--- src/rtl/aes128_pkg.sv ---
`timescale 1ns / 1ps
`default_nettype none
// ----------------------------------------------------------------------------
// AES-128 package
// S-boxes, round constants and the round and key-schedule functions.
// ----------------------------------------------------------------------------
package aes128_pkg;

  localparam int unsigned Rounds   = 10;
  localparam int unsigned KeyBytes = 16;
  localparam int unsigned BlockW   = 8 * KeyBytes;

  localparam logic REG_KEY_HI = 1'b0;
  localparam logic REG_KEY_LO = 1'b1;

  localparam logic ACT_ENC = 1'b0;
  localparam logic ACT_DEC = 1'b1;

  typedef struct packed {
    logic              action;
    logic [BlockW-1:0] state;
    logic [BlockW-1:0] key;
  } item_t;

  localparam logic [7:0] SBOX [256] = '{
    8'h63, 8'h7c, 8'h77, 8'h7b, 8'hf2, 8'h6b, 8'h6f, 8'hc5,
    8'h30, 8'h01, 8'h67, 8'h2b, 8'hfe, 8'hd7, 8'hab, 8'h76,
    8'hca, 8'h82, 8'hc9, 8'h7d, 8'hfa, 8'h59, 8'h47, 8'hf0,
    8'had, 8'hd4, 8'ha2, 8'haf, 8'h9c, 8'ha4, 8'h72, 8'hc0,
    8'hb7, 8'hfd, 8'h93, 8'h26, 8'h36, 8'h3f, 8'hf7, 8'hcc,
    8'h34, 8'ha5, 8'he5, 8'hf1, 8'h71, 8'hd8, 8'h31, 8'h15,
    8'h04, 8'hc7, 8'h23, 8'hc3, 8'h18, 8'h96, 8'h05, 8'h9a,
    8'h07, 8'h12, 8'h80, 8'he2, 8'heb, 8'h27, 8'hb2, 8'h75,
    8'h09, 8'h83, 8'h2c, 8'h1a, 8'h1b, 8'h6e, 8'h5a, 8'ha0,
    8'h52, 8'h3b, 8'hd6, 8'hb3, 8'h29, 8'he3, 8'h2f, 8'h84,
    8'h53, 8'hd1, 8'h00, 8'hed, 8'h20, 8'hfc, 8'hb1, 8'h5b,
    8'h6a, 8'hcb, 8'hbe, 8'h39, 8'h4a, 8'h4c, 8'h58, 8'hcf,
    8'hd0, 8'hef, 8'haa, 8'hfb, 8'h43, 8'h4d, 8'h33, 8'h85,
    8'h45, 8'hf9, 8'h02, 8'h7f, 8'h50, 8'h3c, 8'h9f, 8'ha8,
    8'h51, 8'ha3, 8'h40, 8'h8f, 8'h92, 8'h9d, 8'h38, 8'hf5,
    8'hbc, 8'hb6, 8'hda, 8'h21, 8'h10, 8'hff, 8'hf3, 8'hd2,
    8'hcd, 8'h0c, 8'h13, 8'hec, 8'h5f, 8'h97, 8'h44, 8'h17,
    8'hc4, 8'ha7, 8'h7e, 8'h3d, 8'h64, 8'h5d, 8'h19, 8'h73,
    8'h60, 8'h81, 8'h4f, 8'hdc, 8'h22, 8'h2a, 8'h90, 8'h88,
    8'h46, 8'hee, 8'hb8, 8'h14, 8'hde, 8'h5e, 8'h0b, 8'hdb,
    8'he0, 8'h32, 8'h3a, 8'h0a, 8'h49, 8'h06, 8'h24, 8'h5c,
    8'hc2, 8'hd3, 8'hac, 8'h62, 8'h91, 8'h95, 8'he4, 8'h79,
    8'he7, 8'hc8, 8'h37, 8'h6d, 8'h8d, 8'hd5, 8'h4e, 8'ha9,
    8'h6c, 8'h56, 8'hf4, 8'hea, 8'h65, 8'h7a, 8'hae, 8'h08,
    8'hba, 8'h78, 8'h25, 8'h2e, 8'h1c, 8'ha6, 8'hb4, 8'hc6,
    8'he8, 8'hdd, 8'h74, 8'h1f, 8'h4b, 8'hbd, 8'h8b, 8'h8a,
    8'h70, 8'h3e, 8'hb5, 8'h66, 8'h48, 8'h03, 8'hf6, 8'h0e,
    8'h61, 8'h35, 8'h57, 8'hb9, 8'h86, 8'hc1, 8'h1d, 8'h9e,
    8'he1, 8'hf8, 8'h98, 8'h11, 8'h69, 8'hd9, 8'h8e, 8'h94,
    8'h9b, 8'h1e, 8'h87, 8'he9, 8'hce, 8'h55, 8'h28, 8'hdf,
    8'h8c, 8'ha1, 8'h89, 8'h0d, 8'hbf, 8'he6, 8'h42, 8'h68,
    8'h41, 8'h99, 8'h2d, 8'h0f, 8'hb0, 8'h54, 8'hbb, 8'h16
  };

  localparam logic [7:0] INV_SBOX [256] = '{
    8'h52, 8'h09, 8'h6a, 8'hd5, 8'h30, 8'h36, 8'ha5, 8'h38,
    8'hbf, 8'h40, 8'ha3, 8'h9e, 8'h81, 8'hf3, 8'hd7, 8'hfb,
    8'h7c, 8'he3, 8'h39, 8'h82, 8'h9b, 8'h2f, 8'hff, 8'h87,
    8'h34, 8'h8e, 8'h43, 8'h44, 8'hc4, 8'hde, 8'he9, 8'hcb,
    8'h54, 8'h7b, 8'h94, 8'h32, 8'ha6, 8'hc2, 8'h23, 8'h3d,
    8'hee, 8'h4c, 8'h95, 8'h0b, 8'h42, 8'hfa, 8'hc3, 8'h4e,
    8'h08, 8'h2e, 8'ha1, 8'h66, 8'h28, 8'hd9, 8'h24, 8'hb2,
    8'h76, 8'h5b, 8'ha2, 8'h49, 8'h6d, 8'h8b, 8'hd1, 8'h25,
    8'h72, 8'hf8, 8'hf6, 8'h64, 8'h86, 8'h68, 8'h98, 8'h16,
    8'hd4, 8'ha4, 8'h5c, 8'hcc, 8'h5d, 8'h65, 8'hb6, 8'h92,
    8'h6c, 8'h70, 8'h48, 8'h50, 8'hfd, 8'hed, 8'hb9, 8'hda,
    8'h5e, 8'h15, 8'h46, 8'h57, 8'ha7, 8'h8d, 8'h9d, 8'h84,
    8'h90, 8'hd8, 8'hab, 8'h00, 8'h8c, 8'hbc, 8'hd3, 8'h0a,
    8'hf7, 8'he4, 8'h58, 8'h05, 8'hb8, 8'hb3, 8'h45, 8'h06,
    8'hd0, 8'h2c, 8'h1e, 8'h8f, 8'hca, 8'h3f, 8'h0f, 8'h02,
    8'hc1, 8'haf, 8'hbd, 8'h03, 8'h01, 8'h13, 8'h8a, 8'h6b,
    8'h3a, 8'h91, 8'h11, 8'h41, 8'h4f, 8'h67, 8'hdc, 8'hea,
    8'h97, 8'hf2, 8'hcf, 8'hce, 8'hf0, 8'hb4, 8'he6, 8'h73,
    8'h96, 8'hac, 8'h74, 8'h22, 8'he7, 8'had, 8'h35, 8'h85,
    8'he2, 8'hf9, 8'h37, 8'he8, 8'h1c, 8'h75, 8'hdf, 8'h6e,
    8'h47, 8'hf1, 8'h1a, 8'h71, 8'h1d, 8'h29, 8'hc5, 8'h89,
    8'h6f, 8'hb7, 8'h62, 8'h0e, 8'haa, 8'h18, 8'hbe, 8'h1b,
    8'hfc, 8'h56, 8'h3e, 8'h4b, 8'hc6, 8'hd2, 8'h79, 8'h20,
    8'h9a, 8'hdb, 8'hc0, 8'hfe, 8'h78, 8'hcd, 8'h5a, 8'hf4,
    8'h1f, 8'hdd, 8'ha8, 8'h33, 8'h88, 8'h07, 8'hc7, 8'h31,
    8'hb1, 8'h12, 8'h10, 8'h59, 8'h27, 8'h80, 8'hec, 8'h5f,
    8'h60, 8'h51, 8'h7f, 8'ha9, 8'h19, 8'hb5, 8'h4a, 8'h0d,
    8'h2d, 8'he5, 8'h7a, 8'h9f, 8'h93, 8'hc9, 8'h9c, 8'hef,
    8'ha0, 8'he0, 8'h3b, 8'h4d, 8'hae, 8'h2a, 8'hf5, 8'hb0,
    8'hc8, 8'heb, 8'hbb, 8'h3c, 8'h83, 8'h53, 8'h99, 8'h61,
    8'h17, 8'h2b, 8'h04, 8'h7e, 8'hba, 8'h77, 8'hd6, 8'h26,
    8'he1, 8'h69, 8'h14, 8'h63, 8'h55, 8'h21, 8'h0c, 8'h7d
  };

  function automatic logic [7:0] rcon(input logic [3:0] r);
    logic [7:0] v;
    unique case (r)
      4'd1:    v = 8'h01;
      4'd2:    v = 8'h02;
      4'd3:    v = 8'h04;
      4'd4:    v = 8'h08;
      4'd5:    v = 8'h10;
      4'd6:    v = 8'h20;
      4'd7:    v = 8'h40;
      4'd8:    v = 8'h80;
      4'd9:    v = 8'h1b;
      4'd10:   v = 8'h36;
      default: v = 8'h00;
    endcase
    return v;
  endfunction

  function automatic logic [7:0] xtime(input logic [7:0] b);
    return {b[6:0], 1'b0} ^ (b[7] ? 8'h1b : 8'h00);
  endfunction

  function automatic logic [31:0] sub_rot(input logic [31:0] w);
    return {SBOX[w[23:16]], SBOX[w[15:8]], SBOX[w[7:0]], SBOX[w[31:24]]};
  endfunction

  function automatic logic [BlockW-1:0] sub_shift(input logic [BlockW-1:0] s);
    logic [BlockW-1:0] o;
    o = '0;
    for (int r = 0; r < 4; r++) begin
      for (int c = 0; c < 4; c++) begin
        o[BlockW-1-8*(r+4*c) -: 8] = SBOX[s[BlockW-1-8*(r+4*((c+r)%4)) -: 8]];
      end
    end
    return o;
  endfunction

  function automatic logic [BlockW-1:0] inv_sub_shift(input logic [BlockW-1:0] s);
    logic [BlockW-1:0] o;
    o = '0;
    for (int r = 0; r < 4; r++) begin
      for (int c = 0; c < 4; c++) begin
        o[BlockW-1-8*(r+4*((c+r)%4)) -: 8] = INV_SBOX[s[BlockW-1-8*(r+4*c) -: 8]];
      end
    end
    return o;
  endfunction

  function automatic logic [BlockW-1:0] mix_cols(input logic [BlockW-1:0] s);
    logic [BlockW-1:0] o;
    logic [7:0]        a0, a1, a2, a3;
    o = '0;
    for (int c = 0; c < 4; c++) begin
      a0 = s[BlockW-1-32*c -: 8];
      a1 = s[BlockW-9-32*c -: 8];
      a2 = s[BlockW-17-32*c -: 8];
      a3 = s[BlockW-25-32*c -: 8];
      o[BlockW-1-32*c -: 8]  = xtime(a0) ^ xtime(a1) ^ a1 ^ a2 ^ a3;
      o[BlockW-9-32*c -: 8]  = a0 ^ xtime(a1) ^ xtime(a2) ^ a2 ^ a3;
      o[BlockW-17-32*c -: 8] = a0 ^ a1 ^ xtime(a2) ^ xtime(a3) ^ a3;
      o[BlockW-25-32*c -: 8] = xtime(a0) ^ a0 ^ a1 ^ a2 ^ xtime(a3);
    end
    return o;
  endfunction

  function automatic logic [7:0] mul9(input logic [7:0] a);
    return a ^ xtime(xtime(xtime(a)));
  endfunction

  function automatic logic [7:0] mul11(input logic [7:0] a);
    return a ^ xtime(a) ^ xtime(xtime(xtime(a)));
  endfunction

  function automatic logic [7:0] mul13(input logic [7:0] a);
    return a ^ xtime(xtime(a)) ^ xtime(xtime(xtime(a)));
  endfunction

  function automatic logic [7:0] mul14(input logic [7:0] a);
    return xtime(a) ^ xtime(xtime(a)) ^ xtime(xtime(xtime(a)));
  endfunction

  function automatic logic [BlockW-1:0] inv_mix_cols(input logic [BlockW-1:0] s);
    logic [BlockW-1:0] o;
    logic [7:0]        a0, a1, a2, a3;
    o = '0;
    for (int c = 0; c < 4; c++) begin
      a0 = s[BlockW-1-32*c -: 8];
      a1 = s[BlockW-9-32*c -: 8];
      a2 = s[BlockW-17-32*c -: 8];
      a3 = s[BlockW-25-32*c -: 8];
      o[BlockW-1-32*c -: 8]  = mul14(a0) ^ mul11(a1) ^ mul13(a2) ^ mul9(a3);
      o[BlockW-9-32*c -: 8]  = mul9(a0) ^ mul14(a1) ^ mul11(a2) ^ mul13(a3);
      o[BlockW-17-32*c -: 8] = mul13(a0) ^ mul9(a1) ^ mul14(a2) ^ mul11(a3);
      o[BlockW-25-32*c -: 8] = mul11(a0) ^ mul13(a1) ^ mul9(a2) ^ mul14(a3);
    end
    return o;
  endfunction

  function automatic logic [BlockW-1:0] key_fwd(input logic [BlockW-1:0] k,
                                                input logic [7:0] rc);
    logic [31:0] n0, n1, n2, n3;
    n0 = k[127:96] ^ sub_rot(k[31:0]) ^ {rc, 24'h000000};
    n1 = k[95:64] ^ n0;
    n2 = k[63:32] ^ n1;
    n3 = k[31:0] ^ n2;
    return {n0, n1, n2, n3};
  endfunction

  function automatic logic [BlockW-1:0] key_bwd(input logic [BlockW-1:0] k,
                                                input logic [7:0] rc);
    logic [31:0] p0, p1, p2, p3;
    p3 = k[31:0] ^ k[63:32];
    p2 = k[63:32] ^ k[95:64];
    p1 = k[95:64] ^ k[127:96];
    p0 = k[127:96] ^ sub_rot(p3) ^ {rc, 24'h000000};
    return {p0, p1, p2, p3};
  endfunction

endpackage
`default_nettype wire

--- src/rtl/aes128_key_sched.sv ---
`timescale 1ns / 1ps
`default_nettype none
// ----------------------------------------------------------------------------
// AES-128 key schedule
// Key registers and a sequencer that derives the last round key.
// ----------------------------------------------------------------------------
module aes128_key_sched (
  input  wire logic                          clk_i,
  input  wire logic                          rst_ni,
  input  wire logic                          cfg_we_i,
  input  wire logic                          cfg_idx_i,
  input  wire logic [63:0]                   cfg_data_i,
  output logic [aes128_pkg::BlockW-1:0]      key_o,
  output logic [aes128_pkg::BlockW-1:0]      key_last_o,
  output logic                               busy_o
);

  logic [63:0] key_hi_q, key_hi_d, key_lo_q, key_lo_d;
  logic [aes128_pkg::BlockW-1:0] work_q, work_d;
  logic        busy_q, busy_d;
  logic [3:0]  cnt_q, cnt_d;

  always_comb begin
    key_hi_d = key_hi_q;
    key_lo_d = key_lo_q;
    work_d   = work_q;
    busy_d   = busy_q;
    cnt_d    = cnt_q;
    if (cfg_we_i) begin
      unique case (cfg_idx_i)
        aes128_pkg::REG_KEY_HI: key_hi_d = cfg_data_i;
        aes128_pkg::REG_KEY_LO: key_lo_d = cfg_data_i;
        default:                key_hi_d = key_hi_q;
      endcase
      work_d = {key_hi_d, key_lo_d};
      busy_d = 1'b1;
      cnt_d  = 4'd1;
    end else if (busy_q) begin
      work_d = aes128_pkg::key_fwd(work_q, aes128_pkg::rcon(cnt_q));
      if (cnt_q == 4'(aes128_pkg::Rounds)) begin
        busy_d = 1'b0;
      end else begin
        cnt_d = cnt_q + 4'd1;
      end
    end
  end

  always_ff @(posedge clk_i or negedge rst_ni) begin
    if (!rst_ni) begin
      key_hi_q <= '0;
      key_lo_q <= '0;
      work_q   <= '0;
      busy_q   <= 1'b1;
      cnt_q    <= 4'd1;
    end else begin
      key_hi_q <= key_hi_d;
      key_lo_q <= key_lo_d;
      work_q   <= work_d;
      busy_q   <= busy_d;
      cnt_q    <= cnt_d;
    end
  end

  assign key_o      = {key_hi_q, key_lo_q};
  assign key_last_o = work_q;
  assign busy_o     = busy_q;

  a_write_starts: assert property (@(posedge clk_i) disable iff (!rst_ni)
    cfg_we_i |=> busy_q && (cnt_q == 4'd1))
    else $error("key write did not restart the schedule");

  a_cnt_range: assert property (@(posedge clk_i) disable iff (!rst_ni)
    busy_q |-> (cnt_q != 4'd0) && (cnt_q <= 4'(aes128_pkg::Rounds)))
    else $error("schedule step out of range");

  a_done: assert property (@(posedge clk_i) disable iff (!rst_ni)
    busy_q && !cfg_we_i && (cnt_q == 4'(aes128_pkg::Rounds)) |=> !busy_q)
    else $error("schedule did not finish");

endmodule
`default_nettype wire

--- config.mk ---
export PLATFORM = sky130hd
export DESIGN_NAME = aes128_key_sched
export DESIGN_NICKNAME = d
export VERILOG_FILES = /design/src/rtl/aes128_pkg.sv /design/src/rtl/aes128_key_sched.sv
export SDC_FILE = /design/constraint.sdc
export NUM_CORES = 1
export LEC_CHECK = 0
export ABC_AREA = 1
export BUFFER_PORTS_ARGS = -buffer_cell sky130_fd_sc_hd__clkbuf_2
export CORE_ASPECT_RATIO = 0.9
export CORE_MARGIN = 1
export CORE_UTILIZATION = 38
export DETAILED_ROUTE_END_ITERATION = 16
export GPL_TIMING_DRIVEN = 0
export SLEW_MARGIN = 20
export SYNTH_ARGS = -nofsm -noshare
export SYNTH_HDL_FRONTEND = slang
export SYNTH_SLANG_ARGS = --single-unit
--- constraint.sdc ---
create_clock -name clk_i -period 5.2 [get_ports clk_i]
set_input_delay 0.26 -clock clk_i [delete_from_list [all_inputs] [get_ports clk_i]]
set_output_delay 0.26 -clock clk_i [all_outputs]
set_load 0.05 [all_outputs]
# Word-level counts from Yosys, hierarchy flattened
# Memories as Yosys holds them, arrays and structs flattened.
# Index checks and enable logic that the tools add are counted.
[word_totals]
ff_bits = 261
romBits = 8320
inputBits = 68
mem_count = 5
[mem_list]
columns = ["memory", "depth", "width", "rd", "rd_ports_with_merged_regs", "wr", "line", "rtl"]
rows = [
  ["(no name shown)", 256, 8, 1, 0, 0, "aes128_pkg.sv:118", "return {SBOX[w[23:16]], SBOX[w[15:8]], SBOX[w[7:0]], SBOX[w[31:24]]};"],
  ["(no name shown)", 256, 8, 1, 0, 0, "aes128_pkg.sv:118", ""],
  ["(no name shown)", 256, 8, 1, 0, 0, "aes128_pkg.sv:118", ""],
  ["(no name shown)", 256, 8, 1, 0, 0, "aes128_pkg.sv:118", ""],
  ["(no name shown)", 16, 8, 1, 0, 0, "aes128_pkg.sv:97", "unique case (r)"],
]
[op_classes]
add_sub_neg = 1
n_lt_le_gt_ge = 4
n_eq_ne = 2
muxes = 20
bitwise_logic = 9
reduce_logical = 2
[ops]
columns = ["cell", "n"]
rows = [
  ["$mux W128", 2],
  ["$xor A32 B32 Y32", 5],
  ["$mux W64", 2],
  ["$mux W8", 10],
  ["$ge A9 B9 Y1 const B", 4],
  ["$not A8 Y9", 4],
  ["$mux W4", 3],
  ["$add A4 B1 Y4 const B", 1],
  ["$eq A4 B4 Y1 const B", 1],
  ["$mux W1", 3],
  ["$ne A2 B2 Y1 const B", 1],
  ["$reduce_and A2 Y1", 1],
  ["$reduce_bool A2 Y1", 1],
]

# Logic depth before layout (Yosys ltp)
[logic_depth]
ltp_word = 11
ltp_mapped = 23

# Worst setup path before layout
# OpenSTA, ideal clock, no wires.
[synth_path]
path_kind = "reg2reg"
from = "reg work_q, in the netlist key_last_o[17]"
to = "reg work_q, in the netlist key_last_o[24]"
setup_ps = 121
arrival_time_ps = 2946
slack_ps = 2133
stages_incl_launch_ff = 21
path_buffers = 1
synth_period_minus_slack_ps = 3067
path_cell_list = "dfrtp_1 -> inv_2 -> ha_1 -> buf_2 -> inv_1 -> nand2_1 -> nand2_1 -> o21ai_0 -> nand2_1 -> nand3_1 -> nand3_1 -> nand3_1 -> nand2_1 -> nand2_1 -> nand2_1 -> nand2_1 -> nand3_1 -> nand2_1 -> nand2_1 -> nand3_1 -> a21oi_1"
[synth_via]
elab_chain_len = 11
[synth_lines]
columns = ["element", "line", "rtl"]
rows = [
  ["start, declared", "aes128_key_sched.sv:19", "logic [aes128_pkg::BlockW-1:0] work_q, work_d;"],
  ["start signal, assigned", "aes128_key_sched.sv:58", "work_q <= work_d;"],
  ["$not A8 Y9 (not written as such)", "aes128_pkg.sv:118", ""],
  ["$mem_v2 Z256 W8", "--", ""],
  ["$mux W8 (not written as such) (2 in series)", "aes128_pkg.sv:118", ""],
  ["$xor A32 B32 Y32 (2 in series)", "aes128_pkg.sv:196", "n0 = k[127:96] ^ sub_rot(k[31:0]) ^ {rc, 24'h000000};"],
  ["$xor A32 B32 Y32", "aes128_pkg.sv:197", "n1 = k[95:64] ^ n0;"],
  ["$xor A32 B32 Y32", "aes128_pkg.sv:198", "n2 = k[63:32] ^ n1;"],
  ["$xor A32 B32 Y32", "aes128_pkg.sv:199", "n3 = k[31:0] ^ n2;"],
  ["$mux W128", "aes128_key_sched.sv:38", "end else if (busy_q) begin"],
  ["$mux W128", "aes128_key_sched.sv:29", "if (cfg_we_i) begin"],
]
# Every way passes these cells. The select of a mux whose other input is x is not followed.
# A chain may end at the register's enable or synchronous reset.

# Final worst setup path
[layout_path]
from = "reg work_q, in the netlist key_last_o[9]"
to = "reg work_q, in the netlist key_last_o[22]"
# Same word-level chain as after synthesis.

==> parameters.txt <==
Parameter                              Value

Routing
  Remaining number of nets flagged by the antenna check after routing ... 0
  Routed length on met1 ... 63.41 mm
  Number of DRC violations after detailed routing ... 0
  Number of vias after detailed routing ... 36920
  Number of design-rule violations left by the first detailed-router iteration ... 6887
  Via density per instance ... 6.527
  Routed met3 length ... 27.78 mm
  Top layer reached by signal wires ... met5
  Wire length after detailed routing ... 168.4 mm
  Routed length on met2 ... 66.40 mm
  Final routed wire length divided by cell count ... 29.77 microns
  Length of the first detailed-routing pass in iterations ... 8

Synth
  Portion of the post-synthesis area used by sequential elements ... 25.05%
  Cell accounting for the most synthesized area ... sky130_fd_sc_hd__dfrtp_1
  Area of the mapped netlist ... 0.02609 sq mm
  Synth Area per Inst ... 5.931 sq um
  Dominant cells by area after synthesis ... sky130_fd_sc_hd__dfrtp_1 (25%), sky130_fd_sc_hd__nand3_1 (23%), sky130_fd_sc_hd__nand2_1 (16%)
  Syn nets ... 4532
  Instance count of the mapped netlist ... 4398
  Yosys top cell area share ... 24.85%
  Total number of yosys warnings ... 0
  #FFs+latches synth ... 261
  Number of different library cells in the post-synthesis netlist ... 39

STA
  Minimum hold slack ... 0.01215 ns
  Final clock period utilization by the worst path ... 85.52%
  Final-report max-slew violation count ... 0
  Unrepaired setup endpoints after global routing ... no
  Least setup slack across all paths after layout ... 0.7532 ns
  F_max ... 0.2249 GHz
  Max_slew headroom ... 16.05%
  Fin. Hold Viols ... 0
  Setup Skew ... 0.01925 ns
  Number of setup violations in the final report ... 0
  Actual transition at the worst max-transition pin ... 1.259 ns
  Clock period minus worst slack ... 4.447 ns

Finish
  Share of post-route cells with drive strength above 1 ... 13.26%
  Net total in the final layout ... 4894
  Post-route cell area ... 0.02989 sq mm
  Final-layout fill cell count ... 7402
  Synthesis-to-finish area growth ... 14.60%

Floorplanning
  Starting Density ... 38.67%
  Height of the die ... 250.6 microns
  Die boundary width ... 278.2 microns
  Number of standard-cell rows in the floorplan ... 90
  Placeable core region ... 0.06745 sq mm
  Area of the die ... 0.06970 sq mm
  I/O pin count ... 325

Global route
  Largest net degree at the start of global routing ... 87
  Overall Global Routing Usage ... 46.37%
  Number of global-route vias before repair ... 33440
  Final global-route overflow total ... 0
  Global-route wire length before repair ... 237.4 mm
  Antenna violations before repair ... 5

Clocking
  Worst-skew pair later-pin latency ... 0.58 ns
  Clock Path Buffers ... 3
  CTS Buf Count ... 29
  Htree depth ... 1
  Clock sink total ... 261
  Buffer type at the clock tree root ... sky130_fd_sc_hd__clkbuf_16
  Post-CTS setup repair buffer count ... 0
  Clock tree from TritonCTS ... built
  Clock input transition at the sequential cells of the worst setup and hold paths ... 0.07 ns

Placed design
  I/O Buffers ... 323
  Final estimated routing congestion in global placement ... 1.123
  Placed wire-length estimate ... 127.2 mm
  Dpl ws ... 1.049 ns
  Instance area after placement ... 0.02889 sq mm

Critical path
  Required time at the worst-slack endpoint ... 5.68 ns
  Category of the worst setup path launch point ... register
  Maximum fanout along the worst path ... 16
  Critical Path AT ... 4.93 ns
  CP endpoint kind ... register
  Type of the worst setup path ... reg2reg

Run status
  Outcome ... complete, no violations

Job
  Max cap viols ... 0

Min path
  Class of the tightest hold or removal check ... in2reg
-- cells by family (layout without fill, tap and decap cells) --
family	after synthesis	count (layout)	synth area share (%)
AND/OR/NAND/NOR	2854	2854	48.70
AO/OA/AOI/OAI	628	628	12.74
buffers and inverters	581	964	10.08
flip-flops	261	261	25.05
adder cells (fa/ha/maj)	66	66	3.166
XOR/XNOR	8	8	0.2686
other	0	2	0
-- area by class of cell --
type,instances,area (sq um),share of cell area [%]
sequential,261,6534,21.86
clock inverter,13,138.9,0.4646
inverter,284,1084,3.625
antenna,2,5.005,0.01674
tap,874,1094,3.658
multi-input combinational,3556,16920,56.60
timing repair buffer,331,1758,5.881
clock buffer,39,813.3,2.721
buffer,297,1546,5.173
-- stage by stage --
stage	cells	utilization, %	setup TNS, ns
6_report	5657	44.32	0
5_1_grt	5657	44.32	0
4_1_cts	5655	44.31	0
3_5_place_dp	5598	42.83	0
3_3_place_gp	5595	42.69	-451.50
2_1_floorplan	4398	-	0
-- placed cells by master (no fill, tap or decap), types with 6 or more instances in the layout --
master / synthesis / final
sky130_fd_sc_hd__a21oi_1: 204 / 204
sky130_fd_sc_hd__a21oi_2: 7 / 7
sky130_fd_sc_hd__a31oi_1: 93 / 93
sky130_fd_sc_hd__buf_1: 39 / 39
sky130_fd_sc_hd__buf_2: 102 / 102
sky130_fd_sc_hd__buf_4: 30 / 30
sky130_fd_sc_hd__buf_6: 19 / 19
sky130_fd_sc_hd__clkbuf_1: 102 / 107
sky130_fd_sc_hd__clkbuf_16: 0 / 29
sky130_fd_sc_hd__clkbuf_2: 0 / 322
sky130_fd_sc_hd__clkbuf_8: 0 / 6
sky130_fd_sc_hd__clkinv_1: 6 / 6
sky130_fd_sc_hd__dfrtp_1: 259 / 259
sky130_fd_sc_hd__ha_1: 66 / 66
sky130_fd_sc_hd__inv_1: 252 / 252
sky130_fd_sc_hd__inv_2: 22 / 22
sky130_fd_sc_hd__nand2_1: 1106 / 1106
sky130_fd_sc_hd__nand2_2: 38 / 38
sky130_fd_sc_hd__nand2_4: 9 / 9
sky130_fd_sc_hd__nand3_1: 1218 / 1218
sky130_fd_sc_hd__nand3_2: 13 / 13
sky130_fd_sc_hd__nand3b_1: 28 / 28
sky130_fd_sc_hd__nand4_1: 20 / 20
sky130_fd_sc_hd__nor2_1: 407 / 407
sky130_fd_sc_hd__nor2_2: 8 / 8
sky130_fd_sc_hd__o211ai_1: 14 / 14
sky130_fd_sc_hd__o21ai_0: 288 / 288
sky130_fd_sc_hd__o21ai_1: 21 / 21
-- path summary, 6_finish.rpt --
kind / from / end / slack, ns / cells after the start
min in group asynchronous: rst_ni / key_lo_q[17] / 0.17 / 2
max: key_last_o[9] / key_last_o[22] / 0.75 / 18
max reg2reg: key_last_o[9] / key_last_o[22] / 0.75 / 18
min reg2reg: key_lo_q[22] / key_lo_q[22] / 0.51 / 2
max in group asynchronous: rst_ni / key_hi_q[32] / 3.90 / 4
min: cfg_data_i[27] / key_hi_q[27] / 0.01 / 3
-- what timing repair did --
action                                 CTS  global route
resized for setup                        0             0
hold buffers                             5             0
endpoints found under the hold margin   48             0
-- routing by layer --
| layer | vias up | track usage, % |
|---|---|---|
| met3 | 680 | 17.80 |
| li1 | 15560 | - |
| met4 | 4 | 23.30 |
| met2 | 3490 | 65.08 |
| met5 | - | 0 |
| met1 | 17190 | 61.34 |
-- worst max-delay path: stages, from the launching register on --
cell	delay (ns)
sky130_fd_sc_hd__dfrtp_1	0.96
sky130_fd_sc_hd__inv_2	0.45
sky130_fd_sc_hd__ha_1	0.63
sky130_fd_sc_hd__nand2_1	0.35
sky130_fd_sc_hd__nand2_1	0.30
sky130_fd_sc_hd__inv_1	0.12
sky130_fd_sc_hd__nand2_1	0.08
sky130_fd_sc_hd__nand3_1	0.07
sky130_fd_sc_hd__nand3_1	0.11
sky130_fd_sc_hd__nand3_1	0.14
sky130_fd_sc_hd__nand3_1	0.28
sky130_fd_sc_hd__nand2_1	0.11
sky130_fd_sc_hd__nand2_1	0.12
sky130_fd_sc_hd__nand3_1	0.10
sky130_fd_sc_hd__nand3_1	0.15
sky130_fd_sc_hd__nand2_1	0.07
sky130_fd_sc_hd__nand2_1	0.05
sky130_fd_sc_hd__nand3_1	0.06
sky130_fd_sc_hd__a21oi_1	0.16
-- state kept, by name, summed over array words and instances, names as in the netlist --
register    count
cnt_q           4
key_hi_q       64
busy_o          1
key_last_o    128
key_lo_q       64
-- Yosys cell counts, drive strengths merged --
library cell,count
nand3,1231
xor2,3
a21oi,211
o211ai,14
clkinv,6
clkbuf,102
dfrtp,259
or2,2
dfstp,2
ha,66
o31ai,1
buf,193
inv,278
nor4,1
nand3b,30
dlygate4sd1,2
nand4,20
nor2,416
o21ai,309
nand2,1154
a31oi,93
xnor2,5
Power is not shown: default switching activity piles up to over one toggle a cycle in this logic, so the estimate is an artifact.
